<file path="src/rtl/core/cqs_pkg.sv">
// ----------------------------------------------------------------------------
// cqs_pkg: circular queue with search, shared definitions
// Request and status codes, sequencer states and default sizes.
// ----------------------------------------------------------------------------
package cqs_pkg;

  localparam int unsigned Capacity = 16;
  localparam int unsigned DataW    = 32;

  typedef enum logic [1:0] {
    REQ_ENQ    = 2'd0,
    REQ_DEQ    = 2'd1,
    REQ_SEARCH = 2'd2,
    REQ_DUMP   = 2'd3
  } req_e;

  typedef enum logic [2:0] {
    ST_ENQ      = 3'd0,
    ST_OVF      = 3'd1,
    ST_DEQ      = 3'd2,
    ST_UNF      = 3'd3,
    ST_FOUND    = 3'd4,
    ST_NOTFOUND = 3'd5,
    ST_DUMP     = 3'd6
  } status_e;

  typedef enum logic [2:0] {
    S_IDLE,
    S_EXEC,
    S_WALK,
    S_POP,
    S_RESULT
  } seq_state_e;

  typedef logic signed [DataW-1:0] data_t;

endpackage

</file>
<file path="src/rtl/core/cqs_if.sv">
// ----------------------------------------------------------------------------
// cqs_req_if / cqs_rsp_if: request and response channels
// Valid/ready channels carrying one request word or one response word.
// ----------------------------------------------------------------------------
interface cqs_req_if;
  logic           valid;
  logic           ready;
  cqs_pkg::req_e  req_type;
  cqs_pkg::data_t value;

  modport source (output valid, output req_type, output value, input ready);
  modport sink   (input valid, input req_type, input value, output ready);
endinterface

interface cqs_rsp_if;
  logic              valid;
  logic              ready;
  cqs_pkg::status_e  status;
  cqs_pkg::data_t    data;
  logic              dump_empty;
  logic              last;

  modport source (output valid, output status, output data, output dump_empty,
                  output last, input ready);
  modport sink   (input valid, input status, input data, input dump_empty,
                  input last, output ready);
endinterface

</file>
<file path="src/rtl/core/circular_queue_with_search.sv">
// ----------------------------------------------------------------------------
// circular_queue_with_search: ring FIFO with search and dump
// Enqueue, dequeue, search and dump requests on a ring of CAPACITY words.
//
//   channel | dir | word                                 | words per request
//   req_i   | in  | req_type, value                      | 1
//   rsp_o   | out | status, data, dump_empty, last       | 1, or count on nonempty dump
//
// Enqueue, overflow, underflow and empty dump answer from the execute state,
// dequeue from the pop state, search after its walk, dump during its walk.
// The single storage read port paces the walk at one entry a cycle, a dump
// only while the output is not stalled. The request side is ready only
// between requests. A stalled output holds the sequencer; the last word may
// wait while the next request enters. No storage clearing after reset.
// ----------------------------------------------------------------------------
module circular_queue_with_search #(
  parameter int unsigned CAPACITY = cqs_pkg::Capacity
) (
  input  logic      clk_i,
  input  logic      rst_ni,
  cqs_req_if.sink   req_i,
  cqs_rsp_if.source rsp_o
);

  localparam int unsigned IdxW = (CAPACITY > 1) ? $clog2(CAPACITY) : 1;
  localparam int unsigned CntW = $clog2(CAPACITY + 1);
  localparam int unsigned SumW = IdxW + 2;

  function automatic logic [IdxW-1:0] wrap_add(logic [IdxW-1:0] base,
                                               logic [CntW-1:0] amount);
    logic [SumW-1:0] sum;
    sum = SumW'(base) + SumW'(amount);
    if (sum >= SumW'(CAPACITY)) begin
      sum = sum - SumW'(CAPACITY);
    end
    return sum[IdxW-1:0];
  endfunction

  function automatic logic [IdxW-1:0] wrap_next(logic [IdxW-1:0] idx);
    return (idx == IdxW'(CAPACITY - 1)) ? '0 : idx + IdxW'(1);
  endfunction

  cqs_pkg::seq_state_e state_q, state_d;
  cqs_pkg::req_e       req_q, req_d;
  cqs_pkg::data_t      val_q, val_d;
  logic [CntW-1:0]     off_q, off_d;
  logic                rd_vld_q, rd_vld_d;
  logic                hit_q, hit_d;
  logic [IdxW-1:0]     head_q, head_d;
  logic [IdxW-1:0]     tail_q, tail_d;
  logic [CntW-1:0]     cnt_q, cnt_d;

  logic                rsp_valid_q;
  cqs_pkg::status_e    status_q;
  cqs_pkg::data_t      data_q;
  logic                empty_q;
  logic                last_q;

  logic                out_free;
  logic                emit;
  cqs_pkg::status_e    emit_status;
  cqs_pkg::data_t      emit_data;
  logic                emit_empty;
  logic                emit_last;
  logic                wr_en;
  logic                rd_en;
  logic [IdxW-1:0]     rd_addr;
  cqs_pkg::data_t      rd_data;
  logic                consume;
  logic                full;

  assign out_free = !rsp_valid_q || rsp_o.ready;
  assign full     = (cnt_q == CntW'(CAPACITY));
  assign rd_addr  = wrap_add(head_q, off_q);

  cqs_ring #(
    .Depth (CAPACITY),
    .AddrW (IdxW)
  ) u_ring (
    .clk_i     (clk_i),
    .wr_en_i   (wr_en),
    .wr_addr_i (tail_q),
    .wr_data_i (val_q),
    .rd_en_i   (rd_en),
    .rd_addr_i (rd_addr),
    .rd_data_o (rd_data)
  );

  always_ff @(posedge clk_i or negedge rst_ni) begin
    if (!rst_ni) begin
      state_q  <= cqs_pkg::S_IDLE;
      head_q   <= '0;
      tail_q   <= '0;
      cnt_q    <= '0;
      off_q    <= '0;
      rd_vld_q <= 1'b0;
      hit_q    <= 1'b0;
    end else begin
      state_q  <= state_d;
      head_q   <= head_d;
      tail_q   <= tail_d;
      cnt_q    <= cnt_d;
      off_q    <= off_d;
      rd_vld_q <= rd_vld_d;
      hit_q    <= hit_d;
    end
  end

  always_ff @(posedge clk_i) begin
    req_q <= req_d;
    val_q <= val_d;
  end

  always_comb begin
    state_d     = state_q;
    req_d       = req_q;
    val_d       = val_q;
    off_d       = off_q;
    rd_vld_d    = rd_vld_q;
    hit_d       = hit_q;
    head_d      = head_q;
    tail_d      = tail_q;
    cnt_d       = cnt_q;
    wr_en       = 1'b0;
    rd_en       = 1'b0;
    emit        = 1'b0;
    emit_status = cqs_pkg::ST_ENQ;
    emit_data   = '0;
    emit_empty  = 1'b0;
    emit_last   = 1'b1;
    consume     = 1'b0;
    req_i.ready = 1'b0;

    unique case (state_q)
      cqs_pkg::S_IDLE: begin
        req_i.ready = 1'b1;
        if (req_i.valid) begin
          req_d    = req_i.req_type;
          val_d    = req_i.value;
          off_d    = '0;
          rd_vld_d = 1'b0;
          hit_d    = 1'b0;
          state_d  = cqs_pkg::S_EXEC;
        end
      end

      cqs_pkg::S_EXEC: begin
        unique case (req_q)
          cqs_pkg::REQ_ENQ: begin
            if (out_free) begin
              emit    = 1'b1;
              state_d = cqs_pkg::S_IDLE;
              if (full) begin
                emit_status = cqs_pkg::ST_OVF;
              end else begin
                wr_en       = 1'b1;
                tail_d      = wrap_next(tail_q);
                cnt_d       = cnt_q + CntW'(1);
                emit_status = cqs_pkg::ST_ENQ;
                emit_data   = val_q;
              end
            end
          end
          cqs_pkg::REQ_DEQ: begin
            if (cnt_q == '0) begin
              if (out_free) begin
                emit        = 1'b1;
                emit_status = cqs_pkg::ST_UNF;
                state_d     = cqs_pkg::S_IDLE;
              end
            end else begin
              rd_en   = 1'b1;
              state_d = cqs_pkg::S_POP;
            end
          end
          cqs_pkg::REQ_SEARCH: begin
            state_d = cqs_pkg::S_WALK;
          end
          cqs_pkg::REQ_DUMP: begin
            if (cnt_q == '0) begin
              if (out_free) begin
                emit        = 1'b1;
                emit_status = cqs_pkg::ST_DUMP;
                emit_empty  = 1'b1;
                state_d     = cqs_pkg::S_IDLE;
              end
            end else begin
              state_d = cqs_pkg::S_WALK;
            end
          end
          default: state_d = cqs_pkg::S_IDLE;
        endcase
      end

      cqs_pkg::S_WALK: begin
        consume = rd_vld_q && ((req_q == cqs_pkg::REQ_SEARCH) || out_free);
        if (consume) begin
          if (req_q == cqs_pkg::REQ_SEARCH) begin
            hit_d = hit_q || (rd_data == val_q);
          end else begin
            emit        = 1'b1;
            emit_status = cqs_pkg::ST_DUMP;
            emit_data   = rd_data;
            emit_last   = (off_q == cnt_q);
          end
        end
        if ((off_q != cnt_q) && (!rd_vld_q || consume)) begin
          rd_en    = 1'b1;
          off_d    = off_q + CntW'(1);
          rd_vld_d = 1'b1;
        end else if (consume) begin
          rd_vld_d = 1'b0;
        end
        if ((off_q == cnt_q) && (!rd_vld_q || consume)) begin
          state_d = (req_q == cqs_pkg::REQ_DUMP) ? cqs_pkg::S_IDLE : cqs_pkg::S_RESULT;
        end
      end

      cqs_pkg::S_POP: begin
        if (out_free) begin
          emit        = 1'b1;
          emit_status = cqs_pkg::ST_DEQ;
          emit_data   = rd_data;
          head_d      = wrap_next(head_q);
          cnt_d       = cnt_q - CntW'(1);
          state_d     = cqs_pkg::S_IDLE;
        end
      end

      cqs_pkg::S_RESULT: begin
        if (out_free) begin
          emit        = 1'b1;
          emit_status = hit_q ? cqs_pkg::ST_FOUND : cqs_pkg::ST_NOTFOUND;
          emit_data   = val_q;
          state_d     = cqs_pkg::S_IDLE;
        end
      end

      default: state_d = cqs_pkg::S_IDLE;
    endcase
  end

  always_ff @(posedge clk_i or negedge rst_ni) begin
    if (!rst_ni) begin
      rsp_valid_q <= 1'b0;
    end else if (emit) begin
      rsp_valid_q <= 1'b1;
    end else if (rsp_o.ready) begin
      rsp_valid_q <= 1'b0;
    end
  end

  always_ff @(posedge clk_i) begin
    if (emit) begin
      status_q <= emit_status;
      data_q   <= emit_data;
      empty_q  <= emit_empty;
      last_q   <= emit_last;
    end
  end

  assign rsp_o.valid      = rsp_valid_q;
  assign rsp_o.status     = status_q;
  assign rsp_o.data       = data_q;
  assign rsp_o.dump_empty = empty_q;
  assign rsp_o.last       = last_q;

  a_cnt_bound: assert property (@(posedge clk_i) disable iff (!rst_ni)
    cnt_q <= CntW'(CAPACITY))
    else $error("entry count above capacity");

  a_ptr_link: assert property (@(posedge clk_i) disable iff (!rst_ni)
    tail_q == wrap_add(head_q, cnt_q))
    else $error("tail does not follow head plus count");

  a_empty_word: assert property (@(posedge clk_i) disable iff (!rst_ni)
    (rsp_valid_q && empty_q) |-> (last_q && (status_q == cqs_pkg::ST_DUMP)))
    else $error("empty dump word malformed");

  a_one_at_a_time: assert property (@(posedge clk_i) disable iff (!rst_ni)
    (req_i.valid && req_i.ready) |=> !req_i.ready)
    else $error("request taken while busy");

endmodule

</file>
<file path="src/rtl/core/cqs_ring.sv">
// ----------------------------------------------------------------------------
// cqs_ring: ring storage
// One write port and one read port with registered, enabled read data.
// ----------------------------------------------------------------------------
module cqs_ring #(
  parameter int unsigned Depth = cqs_pkg::Capacity,
  parameter int unsigned AddrW = $clog2(Depth)
) (
  input  logic             clk_i,
  input  logic             wr_en_i,
  input  logic [AddrW-1:0] wr_addr_i,
  input  cqs_pkg::data_t   wr_data_i,
  input  logic             rd_en_i,
  input  logic [AddrW-1:0] rd_addr_i,
  output cqs_pkg::data_t   rd_data_o
);

  cqs_pkg::data_t mem_q [Depth];
  cqs_pkg::data_t rd_data_q;

  always_ff @(posedge clk_i) begin
    if (wr_en_i) begin
      mem_q[wr_addr_i] <= wr_data_i;
    end
  end

  always_ff @(posedge clk_i) begin
    if (rd_en_i) begin
      rd_data_q <= mem_q[rd_addr_i];
    end
  end

  assign rd_data_o = rd_data_q;

endmodule

</file>
<file path="src/flat_wrapper.sv">
// flat-port wrapper written by rule: the top's interface ports become plain ports
module circular_queue_with_search_flat 
#(
  parameter int unsigned CAPACITY = cqs_pkg::Capacity
)
  (clk_i, rst_ni, req_i_valid, req_i_req_type, req_i_value, req_i_ready, rsp_o_valid, rsp_o_status, rsp_o_data, rsp_o_dump_empty, rsp_o_last, rsp_o_ready);
  cqs_req_if req_i_i ();
  cqs_rsp_if rsp_o_i ();
  input  logic clk_i;
  input  logic rst_ni;
  input wire logic [$bits(req_i_i.valid)-1:0] req_i_valid;
  input wire logic [$bits(req_i_i.req_type)-1:0] req_i_req_type;
  input wire logic [$bits(req_i_i.value)-1:0] req_i_value;
  output wire logic [$bits(req_i_i.ready)-1:0] req_i_ready;
  output wire logic [$bits(rsp_o_i.valid)-1:0] rsp_o_valid;
  output wire logic [$bits(rsp_o_i.status)-1:0] rsp_o_status;
  output wire logic [$bits(rsp_o_i.data)-1:0] rsp_o_data;
  output wire logic [$bits(rsp_o_i.dump_empty)-1:0] rsp_o_dump_empty;
  output wire logic [$bits(rsp_o_i.last)-1:0] rsp_o_last;
  input wire logic [$bits(rsp_o_i.ready)-1:0] rsp_o_ready;
  assign req_i_i.valid = req_i_valid;
  assign req_i_i.req_type = req_i_req_type;
  assign req_i_i.value = req_i_value;
  assign req_i_ready = req_i_i.ready;
  assign rsp_o_valid = rsp_o_i.valid;
  assign rsp_o_status = rsp_o_i.status;
  assign rsp_o_data = rsp_o_i.data;
  assign rsp_o_dump_empty = rsp_o_i.dump_empty;
  assign rsp_o_last = rsp_o_i.last;
  assign rsp_o_i.ready = rsp_o_ready;
  circular_queue_with_search #(.CAPACITY(CAPACITY)) u_core (.clk_i(clk_i), .rst_ni(rst_ni), .req_i(req_i_i), .rsp_o(rsp_o_i));
endmodule
</file>
<file path="config.mk">
export PLATFORM = sky130hd
export DESIGN_NAME = circular_queue_with_search_flat
export DESIGN_NICKNAME = d
export VERILOG_FILES = /design/src/rtl/core/cqs_pkg.sv /design/src/rtl/core/cqs_if.sv /design/src/rtl/core/circular_queue_with_search.sv /design/src/rtl/core/cqs_ring.sv /design/src/flat_wrapper.sv
export SDC_FILE = /design/constraint.sdc
export NUM_CORES = 1
export LEC_CHECK = 0
export ABC_AREA = 1
export BUFFER_PORTS_ARGS = -buffer_cell sky130_fd_sc_hd__buf_2
export CAP_MARGIN = 10
export CORE_ASPECT_RATIO = 0.75
export CORE_MARGIN = 5
export CORE_UTILIZATION = 25
export CTS_BUF_LIST = sky130_fd_sc_hd__clkbuf_2 sky130_fd_sc_hd__clkbuf_4 sky130_fd_sc_hd__clkbuf_8
export CTS_CLUSTER_SIZE = 40
export DETAILED_ROUTE_END_ITERATION = 8
export GPL_TIMING_DRIVEN = 0
export SLEW_MARGIN = 25
export SYNTH_ARGS = -nofsm -noshare
export SYNTH_HDL_FRONTEND = slang
export SYNTH_SLANG_ARGS = --single-unit
export TNS_END_PERCENT = 10
</file>
<file path="constraint.sdc">
create_clock -name clk_i -period 6.45 [get_ports clk_i]
set_input_delay 0.645 -clock clk_i [delete_from_list [all_inputs] [get_ports clk_i]]
set_output_delay 0.645 -clock clk_i [all_outputs]
set_load 0.01 [all_outputs]
</file>
* Word-level counts from Yosys, hierarchy flattened *
Memory sizes are Yosys's and may differ from the RTL's. A register that Yosys moved wholly into a read port is not among the register bits.
Index checks and enable logic that the tools add are counted.

operators by class
  muxes and demuxes = 66
  shifts and indexed selects = 0
  magnitude comparators = 1
  equality and inequality tests = 23
  divide/modulo/power cells = 0
  reduce and logical (&&, ||, !) cells = 27
  bitwise gates (word level) = 3
  $add $sub $neg = 7
  multipliers = 0

operator list
  kind                                                 count
  two-way mux 32 bit                                   7
  case mux 32 bit (4 select lines)                     1
  two-way mux 3 bit                                    13
  case mux 3 bit (4 select lines)                      3
  equality test 32 bit                                 1
  two-way mux 5 bit                                    6
  two-way mux 1 bit                                    23
  case mux 5 bit (2 select lines)                      2
  two-way mux 4 bit                                    3
  != test 2 x 1 -> 1 bit, second input constant        6
  adder 5 x 1 -> 5 bit, second input constant          2
  case mux 3 bit (3 select lines)                      1
  adder 4 x 1 -> 4 bit, second input constant          2
  equality test 4 bit, second input constant           2
  case mux 1 bit (2 select lines)                      4
  AND reduction 2 bit                                  4
  AND reduction 4 bit                                  2
  adder 4 x 5 -> 6 bit                                 1
  equality test 3 x 2 -> 1 bit, second input constant  2
  >= comparator 6 x 5 -> 1 bit, second input constant  1
  != test 2 bit, second input constant                 3
  AND reduction 3 bit                                  2
  nonzero test 2 bit                                   3
  equality test 5 bit                                  1
  other kinds (21)                                     32

word-level totals
  output and inout bits = 39
  logic and storage cells = 142
  RAM bits = 512
  bits of input ports = 38
  register bits = 95
  memories kept = 1
  ROM bits = 0
  bits in latches = 0

memory list
  name                 words  bits a word  rd ports  clocked after Yosys merged registers in  write ports  line            RTL
  u_core.u_ring.mem_q  16     32           1         1                                        1            cqs_ring.sv:18  cqs_pkg::data_t mem_q [Depth];

* Depth between registers and ports, before layout *
Gate-level depths: netlist (run 1).

  depth in word-level cells = 8
  depth in mapped cells = 10

* Cells and area by module *
From an unflattened synthesis (run 1), not the netlist that was laid out.

second synthesis, totals
  cell total of the unflattened synthesis = 2577
  area, all modules = 27734.1 um2

modules (own cells, without submodules)
  module                      cells each  instances  area an instance (um2)  seq. area each (um2)
  cqs_ring                    2122        1          23065.9                 16335.7
  circular_queue_with_search  455         1          4668.2                  2732.6

* Worst setup path before layout (run 1) *
OpenSTA, ideal clock, no wires.

  path type = reg2reg
  start point = reg u_core.state_q[2]
  end point = reg u_core.u_ring.rd_data_q[0] (netlist: u_core.u_ring.rd_data_o[0]), read port of u_core.u_ring.mem_q (enable)
  stages on the path, launching flop included = 6
  arrival = 3.204 ns
  setup slack = 2.777 ns
  buffers on the path = 0
  period minus slack after synthesis = 3.673 ns
  cell sequence = dfrtp_1 inv_2 nand2_2 nor2_4 inv_2 o31ai_1

between the ends
  longest elaborated chain between the ends = 2
  elaborated cells on any way between the ends = 3
  those cells by class = eq/ne: 2; mux: 1

RTL lines
  element                                                                       line                               RTL
  start, declared                                                               circular_queue_with_search.sv:43   cqs_pkg::seq_state_e state_q, state_d;
  start signal, assigned                                                        circular_queue_with_search.sv:91   state_q <= cqs_pkg::S_IDLE;
  start signal, assigned                                                        circular_queue_with_search.sv:99   state_q <= state_d;
  equality test 3 x 2 -> 1 bit or equality test 3 x 1 -> 1 bit (tied branches)  circular_queue_with_search.sv:134  unique case (state_q)
  case mux 1 bit (2 select lines) *                                             circular_queue_with_search.sv:134
  net u_core.rd_en                                                              circular_queue_with_search.sv:66   logic rd_en;
  end, declared                                                                 cqs_ring.sv:19                     cqs_pkg::data_t rd_data_q;

The timed path passes the listed nets; every way through them passes the cells marked *.
A chain may end at the register's enable or synchronous reset.

* Worst setup path in the final report (run 1) *
  start point = reg u_core.off_q[0]
  end point = reg u_core.u_ring.rd_data_q[29] (netlist: u_core.u_ring.rd_data_o[29]), read port of u_core.u_ring.mem_q, data pin

between the ends
  longest elaborated chain between the ends = 4
  elaborated cells on any way between the ends = 8
  those cells by class = add/sub: 2; order compare: 1; eq/ne: 1; mux: 3; reduce/logical: 1

RTL lines
  element                                                                       line                               RTL
  start, declared                                                               circular_queue_with_search.sv:46   logic [CntW-1:0] off_q, off_d;
  start signal, assigned                                                        circular_queue_with_search.sv:95   off_q <= '0;
  start signal, assigned                                                        circular_queue_with_search.sv:103  off_q <= off_d;
  parallel branches: the longest is 4 deep, another holds adder 4 x 5 -> 6 bit  n/a

Several ways; the timed one is not identified.

==> impl_metrics.env, run 1 <==
export IMPL_cts_resized=0
export IMPL_cts_sinks=639
export IMPL_ys_seq_elements=639
export IMPL_grt_usage=0.136
export IMPL_worstMarginPinSlew_ns=0.924
export IMPL_critical_path_max_fanout=10
export IMPL_wl_per_cell_um=20.3
export IMPL_synthArstFlopShare=0.0376
export IMPL_syn_area_um2=26500
export IMPL_cts_setup_buffers=0
export IMPL_drt_iter0_drc=2058
export IMPL_gp_congestion=0.874
export IMPL_cts_tree="done"
export IMPL_status="complete, no violations"
export IMPL_place_ws_ns=3.17
export IMPL_crit_path_end_kind="flop"
export IMPL_portBuffers=76
export IMPL_dp_hpwl_um=54800
export IMPL_fin_skew_ns=0.0337
export IMPL_synth_distinct_cells=37
export IMPL_synth_top_area_share=0.698
export IMPL_nets=2435
export IMPL_r2r_start="u_core.off_q[0]"
export IMPL_antenna_cells=0
export IMPL_period_share=0.540
export IMPL_grt_antenna_before_repair=0
export IMPL_power_mw=16.6
export IMPL_slew_headroom=0.384
export IMPL_rows=103
export IMPL_vias_per_cell=4.53
export IMPL_cts_root_buf="clkbuf_8"
export IMPL_slew_viol_final=0
export IMPL_max_freq_mhz=287
export IMPL_yosysSeqAreaShare=0.721
export IMPL_route_detailed_drc=0
export IMPL_fin_ws_ns=2.97
export IMPL_final_setup_tns_ns=0
export IMPL_io_pins=77
export IMPL_firstDrtPassIters=6
export IMPL_cts_htree_levels=3
export IMPL_cap_violations=0
export IMPL_finalHoldViolations=0
export IMPL_critPathLaunchType="flop"
export IMPL_synth_top_area_cell="edfxtp_1"
export IMPL_synth_area_top_cells="edfxtp_1 (70%), inv_1 (4.6%), o21ai_0 (4.2%)"
export IMPL_drive_above_1_share=0.152
export IMPL_hp_start="req_i_value[23]"
export IMPL_grt_pass1_wl_um=113000
export IMPL_fp_dieW_um=386
export IMPL_cp_required_ns=6.93
export IMPL_post_route_min_period_ns=3.48
export IMPL_setup_viol=0
export IMPL_drt_total_wl_um=78600
export IMPL_cp_arrival_ns=3.96
export IMPL_core_um2=105000
export IMPL_grt_max_degree=36
export IMPL_power_leakage_nw=11.6
export IMPL_startpoint="u_core.off_q[0]"
export IMPL_vias=17600
export IMPL_antenna_left=0
export IMPL_vdd_drop_max_mv=0.221
export IMPL_p_per_area_nw_per_um2=528
export IMPL_hold_path_class="input port to flop"
export IMPL_synth_edff_count=615
export IMPL_numCtsBuffers=102
export IMPL_clk_pin_slew_ns=0.07
export IMPL_start_util=0.252
export IMPL_syn_inst=2173
export IMPL_clk_insertion_delay_late_ns=0.73
export IMPL_syn_nets=2225
export IMPL_grt_pass1_vias=16300
export IMPL_yosys_warnings=0
export IMPL_dieArea_um2=112000
export IMPL_syn_to_final_growth_pct=18.8
export IMPL_crit_type="flop to flop"
export IMPL_hold_buffers=1
export IMPL_die_h_um=292
export IMPL_rsz0062_at_grt="false"
export IMPL_clockBufferDepth=3
export IMPL_grt_ovfl_total=0
export IMPL_synth_top_flop_cell="edfxtp_1"
export IMPL_syn_avg_cell_area_um2=12.2
Yosys cell counts (2+ instances only):
cell type,count
dfrtp_1,24
o22ai_1,32
o211ai_1,69
ha_1,12
buf_4,7
nor3_4,2
fa_1,2
xor2_1,11
nor2_4,3
inv_1,327
nand3_1,120
buf_2,51
xnor2_2,2
edfxtp_1,615
buf_6,2
a21oi_1,204
nand4_1,5
inv_2,5
clkbuf_1,37
nor2_2,2
mux2i_1,3
buf_1,11
nand2_2,4
o21ai_1,44
xnor2_1,13
o21ai_0,224
nor2_1,49
clkbuf_2,3
nand2_1,282
kinds of logic after synthesis:
| family | count (synthesis) | synth area share |
|---|---|---|
| flip-flops | 639 | 0.721 |
| AO/OA/AOI/OAI | 576 | 0.117 |
| AND/OR/NAND/NOR | 471 | 0.0763 |
| buffers and inverters | 443 | 0.0670 |
| XOR/XNOR | 27 | 0.0102 |
| adder cells (fa/ha/maj) | 14 | 0.00719 |
| multiplexers | 3 | 0.00114 |
path summary, 6_finish.rpt:
path,endpoint,slack [ns],cells past startpoint
hold reg to reg,u_core.hit_q,0.53,2
max in group asynchronous,u_core.tail_q[3],5.57,2
hold / removal,u_core.val_q[23],0.1,1
min in group asynchronous,u_core.state_q[0],0.48,2
setup / recovery,u_core.u_ring.rd_data_o[29],2.97,9
setup reg to reg,u_core.u_ring.rd_data_o[29],2.97,9
routing by layer:
| metal | GRT usage | vias up | share of wire |
|---|---|---|---|
| li1 | - | 8057 | - |
| met1 | 0.202 | 8534 | 0.45 |
| met2 | 0.200 | 851 | 0.43 |
| met3 | 0.0338 | 121 | 0.10 |
| met4 | 0.0331 | 0 | 0.020 |
| met5 | 0 | - | 0 |
report_power, final:
part | leakage [nW] | switching [mW] | internal [mW]
logic | 4.63 | 5.17 | 1.98
clock network | 1.09 | 1.63 | 2.01
registers | 5.87 | 0.479 | 5.34
total | 11.6 | 7.28 | 9.33
critical path: stages (launching register included):
cell and delay (ns):
dfrtp_1 0.50, ha_1 0.23, inv_1 0.06, fa_1 0.54, buf_2 0.31, clkbuf_1 0.67
o21ai_0 0.20, a21oi_1 0.23, o22ai_1 0.12, o21ai_1 0.38
cells in the final DEF (no fill, tap or decap), types with 19 or more instances in the layout:
master	instances
o21ai_0	224
nand2_1	282
a21oi_1	204
clkbuf_8	105
nor2_4	19
nand3_1	120
nor2_1	33
clkbuf_1	37
o22ai_1	32
o211ai_1	69
edfxtp_1	615
dfrtp_1	24
clkbuf_4	38
buf_2	130
inv_1	326
o21ai_1	44
final cells by class:
type / count / area (um2)
buffer: 111 / 526
clock buffer: 143 / 1730
timing repair buffer: 106 / 971
clock inverter: 40 / 368
sequential: 639 / 19100
multi-input combinational: 1091 / 5750
fill: 10700 / 73700
inverter: 332 / 1250
tap: 1417 / 1770
flip-flops by register name (all words and copies together) (netlist names), 2 cells and up:
signal,cells
u_core.head_q,4
u_core.val_q,32
u_core.u_ring.mem_q,512
u_core.req_q,2
u_core.tail_q,4
u_core.cnt_q,5
u_core.state_q,3
u_core.u_ring.rd_data_o,32
u_core.rsp_o.data,32
u_core.rsp_o.status,3
u_core.off_q,5
per-stage QoR:
stage	util	hold slack, ns	cell area, um2	std cells
2_1_floorplan	-	0.349	26500	2173
3_3_place_gp	0.272	0.513	28600	3666
3_5_place_dp	0.279	0.513	29300	3695
4_1_cts	0.299	0.0390	31400	3879
5_1_grt	0.299	0.0569	31400	3879
6_report	0.299	0.0980	31400	3879
(Power assumes the default switching activity.)
==> run 2: changes to the inputs <==
- ABC_AREA: 1 -> 0
- clock period: 6.45 -> 3.04 ns (I/O delays scaled with it)
==> run 2 against run 1 <==
Combinational power rose by 69%. Core utilization fell by 0.078 points. Synthesized cell count down 44%. Fmax is 19% higher. Sequential share of layout area up 3.8 points. Die area decreased by 5.4%. Clock skew rose by 0.014 ns. Synthesized area shrank 5.5%. Critical endpoint is now u_core.u_ring.rd_data_o[18].
==> impl_metrics.env, run 2 <==
export IMPL_cts_root_buf="clkbuf_8"
export IMPL_cp_arrival_ns=3.37
export IMPL_clk_pin_slew_ns=0.07
export IMPL_route_detailed_drc=0
export IMPL_cts_tree="done"
export IMPL_syn_area_um2=25000
export IMPL_hold_path_class="input port to flop"
export IMPL_cp_required_ns=3.48
export IMPL_syn_avg_cell_area_um2=20.6
export IMPL_syn_inst=1214
export IMPL_crit_path_end_kind="flop"
export IMPL_rows=100
export IMPL_seq_area_um2=19100
export IMPL_synth_top_area_share=0.739
export IMPL_antenna_left=0
export IMPL_max_freq_mhz=342
export IMPL_synth_distinct_cells=56
export IMPL_crit_type="flop to flop"
export IMPL_worstMarginPinSlew_ns=1.03
export IMPL_regMostFlops="u_core.u_ring.mem_q"
export IMPL_grt_max_degree=33
export IMPL_drt_total_wl_um=62100
export IMPL_vias=12600
export IMPL_cpMaxStageDelayCell="fa_1"
export IMPL_synth_top_area_cell="edfxtp_1"
export IMPL_core_um2=99200
export IMPL_p_per_area_nw_per_um2=1060
export IMPL_vias_per_cell=4.45
export IMPL_ys_seq_elements=639
export IMPL_portBuffers=76
export IMPL_clockBufferDepth=3
export IMPL_grt_antenna_before_repair=1
export IMPL_numCtsBuffers=95
export IMPL_period_share=0.963
export IMPL_grt_usage=0.115
export IMPL_critPathLaunchType="flop"
export IMPL_synth_top_flop_cell="edfxtp_1"
export IMPL_finalHoldViolations=0
export IMPL_rsz0062_at_grt="false"
export IMPL_path_cells="ha_1 > inv_1 > fa_1 > clkbuf_4 > buf_4 > mux4_2 > mux2_2 > a22oi_1 > nand2_1"
export IMPL_cts_sinks=639
export IMPL_start_util=0.252
export IMPL_drive_above_1_share=0.316
export IMPL_vdd_drop_max_mv=0.598
export IMPL_post_route_min_period_ns=2.93
export IMPL_synth_edff_count=615
export IMPL_wl_per_cell_um=21.9
export IMPL_critPathBufInv=3
export IMPL_fillCellCount=9616
export IMPL_largest_reg_flops=512
export IMPL_status="complete, no violations"
export IMPL_io_pins=77
export IMPL_slowest_delay_ns=0.54
export IMPL_cts_setup_buffers=0
export IMPL_dieArea_um2=106000
export IMPL_final_cell_mix="edfxtp_1 (615), mux4_2 (128), buf_2 (100), clkbuf_8 (97), nand2_1 (85)"
export IMPL_cap_violations=0
export IMPL_multiInputGateArea_um2=5680
export IMPL_slew_headroom=0.305
export IMPL_nets=1482
export IMPL_cp_top_family="adder cells"
export IMPL_syn_nets=1266
export IMPL_final_common_cell="edfxtp_1"
export IMPL_final_setup_tns_ns=0
export IMPL_drt_iter0_drc=1496
export IMPL_gp_congestion=0.783
export IMPL_dp_hpwl_um=37500
export IMPL_die_h_um=284
export IMPL_postLayoutCoreUtil=0.298
export IMPL_hold_slack_ns=0.158
export IMPL_clk_insertion_delay_late_ns=0.72
export IMPL_yosysSeqAreaShare=0.763
export IMPL_grt_pass1_vias=12900
export IMPL_firstDrtPassIters=7
export IMPL_setup_viol=0
export IMPL_synthArstFlopShare=0.0376
export IMPL_cts_htree_levels=3
export IMPL_yosys_warnings=0
export IMPL_grt_ovfl_total=0
export IMPL_slew_viol_final=0
export IMPL_syn_to_final_growth_pct=18.4
export IMPL_grt_pass1_wl_um=89500
export IMPL_synth_area_top_cells="edfxtp_1 (74%), mux4_2 (12%), dfrtp_1 (2.4%)"
export IMPL_synth_most_common_cell="edfxtp_1"
export IMPL_fin_skew_ns=0.0478
export IMPL_synth_commonest_cells="edfxtp_1 (615), mux4_2 (128), nand2_1 (86)"
export IMPL_critical_path_max_fanout=10
export IMPL_fp_dieW_um=375
export IMPL_power_leakage_nw=9.60
## run 2: changes by cell type in the layout (fill, tap and decap cells not counted), sizes merged, moves of 114 or more
cell | previous run | this run
mux4 | 0 | 128
nand2 | 286 | 86
a21oi | 204 | 8
nand3 | 122 | 8
o21ai | 269 | 21
inv | 332 | 18
## run 2: worst min-delay path: stages
cell and delay, ns:
buf_2 0.13, o21bai_1 0.12, nor4_1 0.06, a32o_1 0.20
## run 2: kinds of logic after synthesis
kind of cell,Yosys count,synth area share
and+or+nand+nor,169,0.0330
AOI/OAI and AO/OA,112,0.0343
DFF,639,0.763
adders and majority gates,14,0.00761
buffers and inverters,67,0.0133
xor gates and xnor gates,48,0.0168
muxes,165,0.132
## run 2: routing by layer
| layer | track usage | vias up | wire length [um] |
|---|---|---|---|
| met5 | 0 | - | 0 |
| met4 | 0.0297 | 0 | 1120 |
| met3 | 0.0352 | 83 | 5490 |
| met2 | 0.163 | 526 | 26700 |
| met1 | 0.170 | 6599 | 28800 |
| li1 | - | 5413 | - |
## run 2: worst paths after layout
| path | start | to | slack [ns] | cells after the start |
|---|---|---|---|---|
| min | req_i_valid | u_core.hit_q | 0.16 | 4 |
| max reg2reg | u_core.head_q[0] | u_core.u_ring.rd_data_o[18] | 0.11 | 9 |
| min in group asynchronous | rst_ni | u_core.cnt_q[4] | 0.17 | 2 |
| max | u_core.head_q[0] | u_core.u_ring.rd_data_o[18] | 0.11 | 9 |
| max in group asynchronous | rst_ni | u_core.off_q[0] | 2.42 | 2 |
| min reg2reg | u_core.hit_q | u_core.hit_q | 0.53 | 1 |
## run 2: area by class of cell
cell class / instances / area share
clock inverter: 48 / 0.0118
inverter: 12 / 0.00161
sequential: 639 / 0.645
tap: 1326 / 0.0561
antenna: 1 / 0.0000846
timing repair buffer: 119 / 0.0303
buffer: 55 / 0.0114
clock buffer: 125 / 0.0520
multi-input combinational: 508 / 0.192
## run 2: timing repair
item / 4_1_cts / 5_1_grt
setup endpoints to repair: 32 / 33
endpoints found under the hold margin: 59 / 0
hold buffers: 36 / 0
resized for setup: 23 / 10
## run 2: where the power goes
group / total, mW / leakage, nW / switching, mW / internal (mW)
clock: 7.02 / 0.998 / 3.41 / 3.61
sequential: 12.1 / 5.88 / 0.826 / 11.3
combinational: 12.1 / 2.72 / 6.67 / 5.44
## run 2: per-stage QoR
step	setup WS [ns]	total power [mW]	cell area, um2	std cells
floorplan	0.237	20.1	25000	1214
global placement	-0.978	23.9	27000	2616
detailed placement	-0.486	24.2	27200	2623
CTS	-0.0145	31.5	29500	2832
global route	0.0108	32.9	29600	2832
finish	0.114	31.2	29600	2833
==> run 3: changes to the inputs <==
- CORE_MARGIN: 5 -> 2
==> run 3 against run 2 <==
Design area about the same. Largest power group unchanged. Final cell count decreased by 0.14%. Total power decreased by 0.68%. Hold slack improved by 0.0051 ns. Via count increased by 0.93%. Die area decreased by 3.7%. Highest routed layer unchanged. Non-clock buffer count increased by 4. Fmax increased by 1.3%. Critical path depth unchanged. Core utilization increased by 0.059 points. Routed wire length decreased by 0.51%. Worst setup slack improved by 0.037 ns.
==> impl_metrics.env, run 3 (synthesis results as in run 2) <==
export IMPL_hp_start="req_i_valid"
export IMPL_power_mw=31.0
export IMPL_fp_dieW_um=369
export IMPL_slew_headroom=0.406
export IMPL_fin_ws_ns=0.151
export IMPL_crit_type="flop to flop"
export IMPL_ff2ff_path_depth=9
export IMPL_holdPathStages=4
export IMPL_dieArea_um2=103000
export IMPL_vias=12700
export IMPL_drive_above_1_share=0.315
export IMPL_drt_total_wl_um=61800
export IMPL_critical_path_max_fanout=10
export IMPL_dpl_cell_area_um2=27300
export IMPL_route_detailed_drc=0
export IMPL_final_cell_mix="edfxtp_1 (615), mux4_2 (128), buf_2 (99), clkbuf_8 (95), nand2_1 (85)"
export IMPL_start_util=0.252
export IMPL_firstDrtPassIters=7
export IMPL_drt_iter0_drc=1422
export IMPL_cts_htree_levels=3
export IMPL_fillCellCount=9624
export IMPL_rsz0062_at_grt="false"
export IMPL_cp_required_ns=3.58
export IMPL_status="complete, no violations"
export IMPL_clk_pin_slew_ns=0.06
export IMPL_finish_instance_area_um2=29600
export IMPL_slew_viol_final=0
export IMPL_power_leakage_nw=9.61
export IMPL_largest_reg_flops=512
export IMPL_cts_setup_buffers=0
export IMPL_grt_ovfl_total=0
export IMPL_period_share=0.950
export IMPL_finalHoldViolations=0
export IMPL_cap_violations=0
export IMPL_grt_pass1_wl_um=89100
export IMPL_crit_path_frequent_cell="nand2_1"
export IMPL_core_um2=99100
export IMPL_wl_per_cell_um=21.8
export IMPL_r2r_start="u_core.head_q[0]"
export IMPL_antenna_left=0
export IMPL_syn_to_final_growth_pct=18.5
export IMPL_cp_arrival_ns=3.43
export IMPL_multiInputGateArea_um2=5670
export IMPL_worstMarginPinSlew_ns=0.884
export IMPL_ff2ff_setup_slack_ns=0.15
export IMPL_hold_path_class="input port to flop"
export IMPL_gp_congestion=0.771
export IMPL_io_pins=77
export IMPL_r2r_end="u_core.u_ring.rd_data_o[1]"
export IMPL_p_per_area_nw_per_um2=1050
export IMPL_cts_sinks=639
export IMPL_crit_path_end_kind="flop"
export IMPL_vias_per_cell=4.50
export IMPL_vdd_drop_max_mv=0.566
export IMPL_grt_antenna_before_repair=1
export IMPL_dp_hpwl_um=37100
export IMPL_clockBufferDepth=3
export IMPL_max_freq_mhz=346
export IMPL_final_common_cell="edfxtp_1"
export IMPL_cpMaxStageDelayCell="fa_1"
export IMPL_rows=100
export IMPL_die_h_um=278
export IMPL_slowest_delay_ns=0.45
export IMPL_seq_area_um2=19100
export IMPL_post_route_min_period_ns=2.89
export IMPL_numCtsBuffers=93
export IMPL_fin_skew_ns=0.0296
export IMPL_portBuffers=76
export IMPL_cts_root_buf="clkbuf_8"
export IMPL_nets=1484
export IMPL_grt_max_degree=33
export IMPL_grt_usage=0.120
export IMPL_setup_viol=0
export IMPL_antenna_cells=0
export IMPL_regMostFlops="u_core.u_ring.mem_q"
export IMPL_critPathLaunchType="flop"
export IMPL_place_ws_ns=-0.511
export IMPL_cts_tree="done"
export IMPL_grt_pass1_vias=12900
export IMPL_path_cells="ha_1 > inv_1 > fa_1 > xor2_4 > nand2_1 > mux2i_2 > buf_2 > a22oi_1 > nand2_1"
export IMPL_clk_insertion_delay_late_ns=0.69
export IMPL_hold_path_endpoint="u_core.state_q[0]"
## run 3: cell count changes in the layout (fill, tap and decap cells not counted), sizes merged
cell	previous run	this run
clkinv	37	32
diode	1	0
buf	118	123
clkbuf	145	146
bufinv	3	4
inv	18	13
## run 3: what timing repair did
item	CTS	global route
endpoints found under the hold margin	59	0
hold buffers	36	0
pin swaps	0	0
endpoints found under the setup margin	32	32
gates resized for setup	25	12
## run 3: worst max path at each step
stage	from	to	cells after the start
final	u_core.head_q[0]	u_core.u_ring.rd_data_o[1]	9
after global routing	u_core.head_q[0]	u_core.u_ring.rd_data_o[22]	9
after CTS	u_core.off_q[0]	u_core.u_ring.rd_data_o[1]	9
after detailed placement	u_core.off_q[0]	u_core.u_ring.rd_data_o[1]	9
after global placement	u_core.cnt_q[0]	u_core.rsp_o.data[18]	6
after floorplan	u_core.cnt_q[0]	u_core.rsp_o.data[0]	6
## run 3: power by group
| part | internal (mW) | leakage (nW) | switching (mW) | total, mW |
|---|---|---|---|---|
| clock | 3.64 | 0.973 | 3.31 | 6.95 |
| combinational | 5.43 | 2.75 | 6.52 | 11.9 |
| sequential | 11.3 | 5.88 | 0.852 | 12.1 |
## run 3: critical path: cells and delay by family (launching register included)
family | cells | cell delay, ns
xor+xnor | 1 | 0.38
fa+ha+maj | 2 | 0.66
mux | 1 | 0.41
simple gates | 2 | 0.24
flops | 1 | 0.44
buf+inv | 2 | 0.48
compound gates | 1 | 0.16
## run 3: final cells by class
class                   count  share of cell area
inverters                  12             0.00161
clock buffers             127              0.0523
well taps                1326              0.0560
multi-input cells         508               0.192
flip-flops and latches    639               0.644
repair buffers            123              0.0330
plain buffers              55              0.0115
clock inverters            39             0.00981
## run 3: per-stage QoR
step	TNS, ns	utilization	cells	hold WS [ns]
4_1_cts	-0.120	0.298	2829	0.0984
2_1_floorplan	0	-	1214	0.00841
5_1_grt	0	0.299	2829	0.151
3_3_place_gp	-461.57	0.273	2616	0.332
3_5_place_dp	-13.46	0.276	2627	0.349
6_report	0	0.299	2829	0.163
## run 3: per-layer routing
layer / share of wire / global-route usage
met5: 0 / 0
met4: 0.018 / 0.0300
met3: 0.086 / 0.0307
met2: 0.43 / 0.174
met1: 0.46 / 0.177
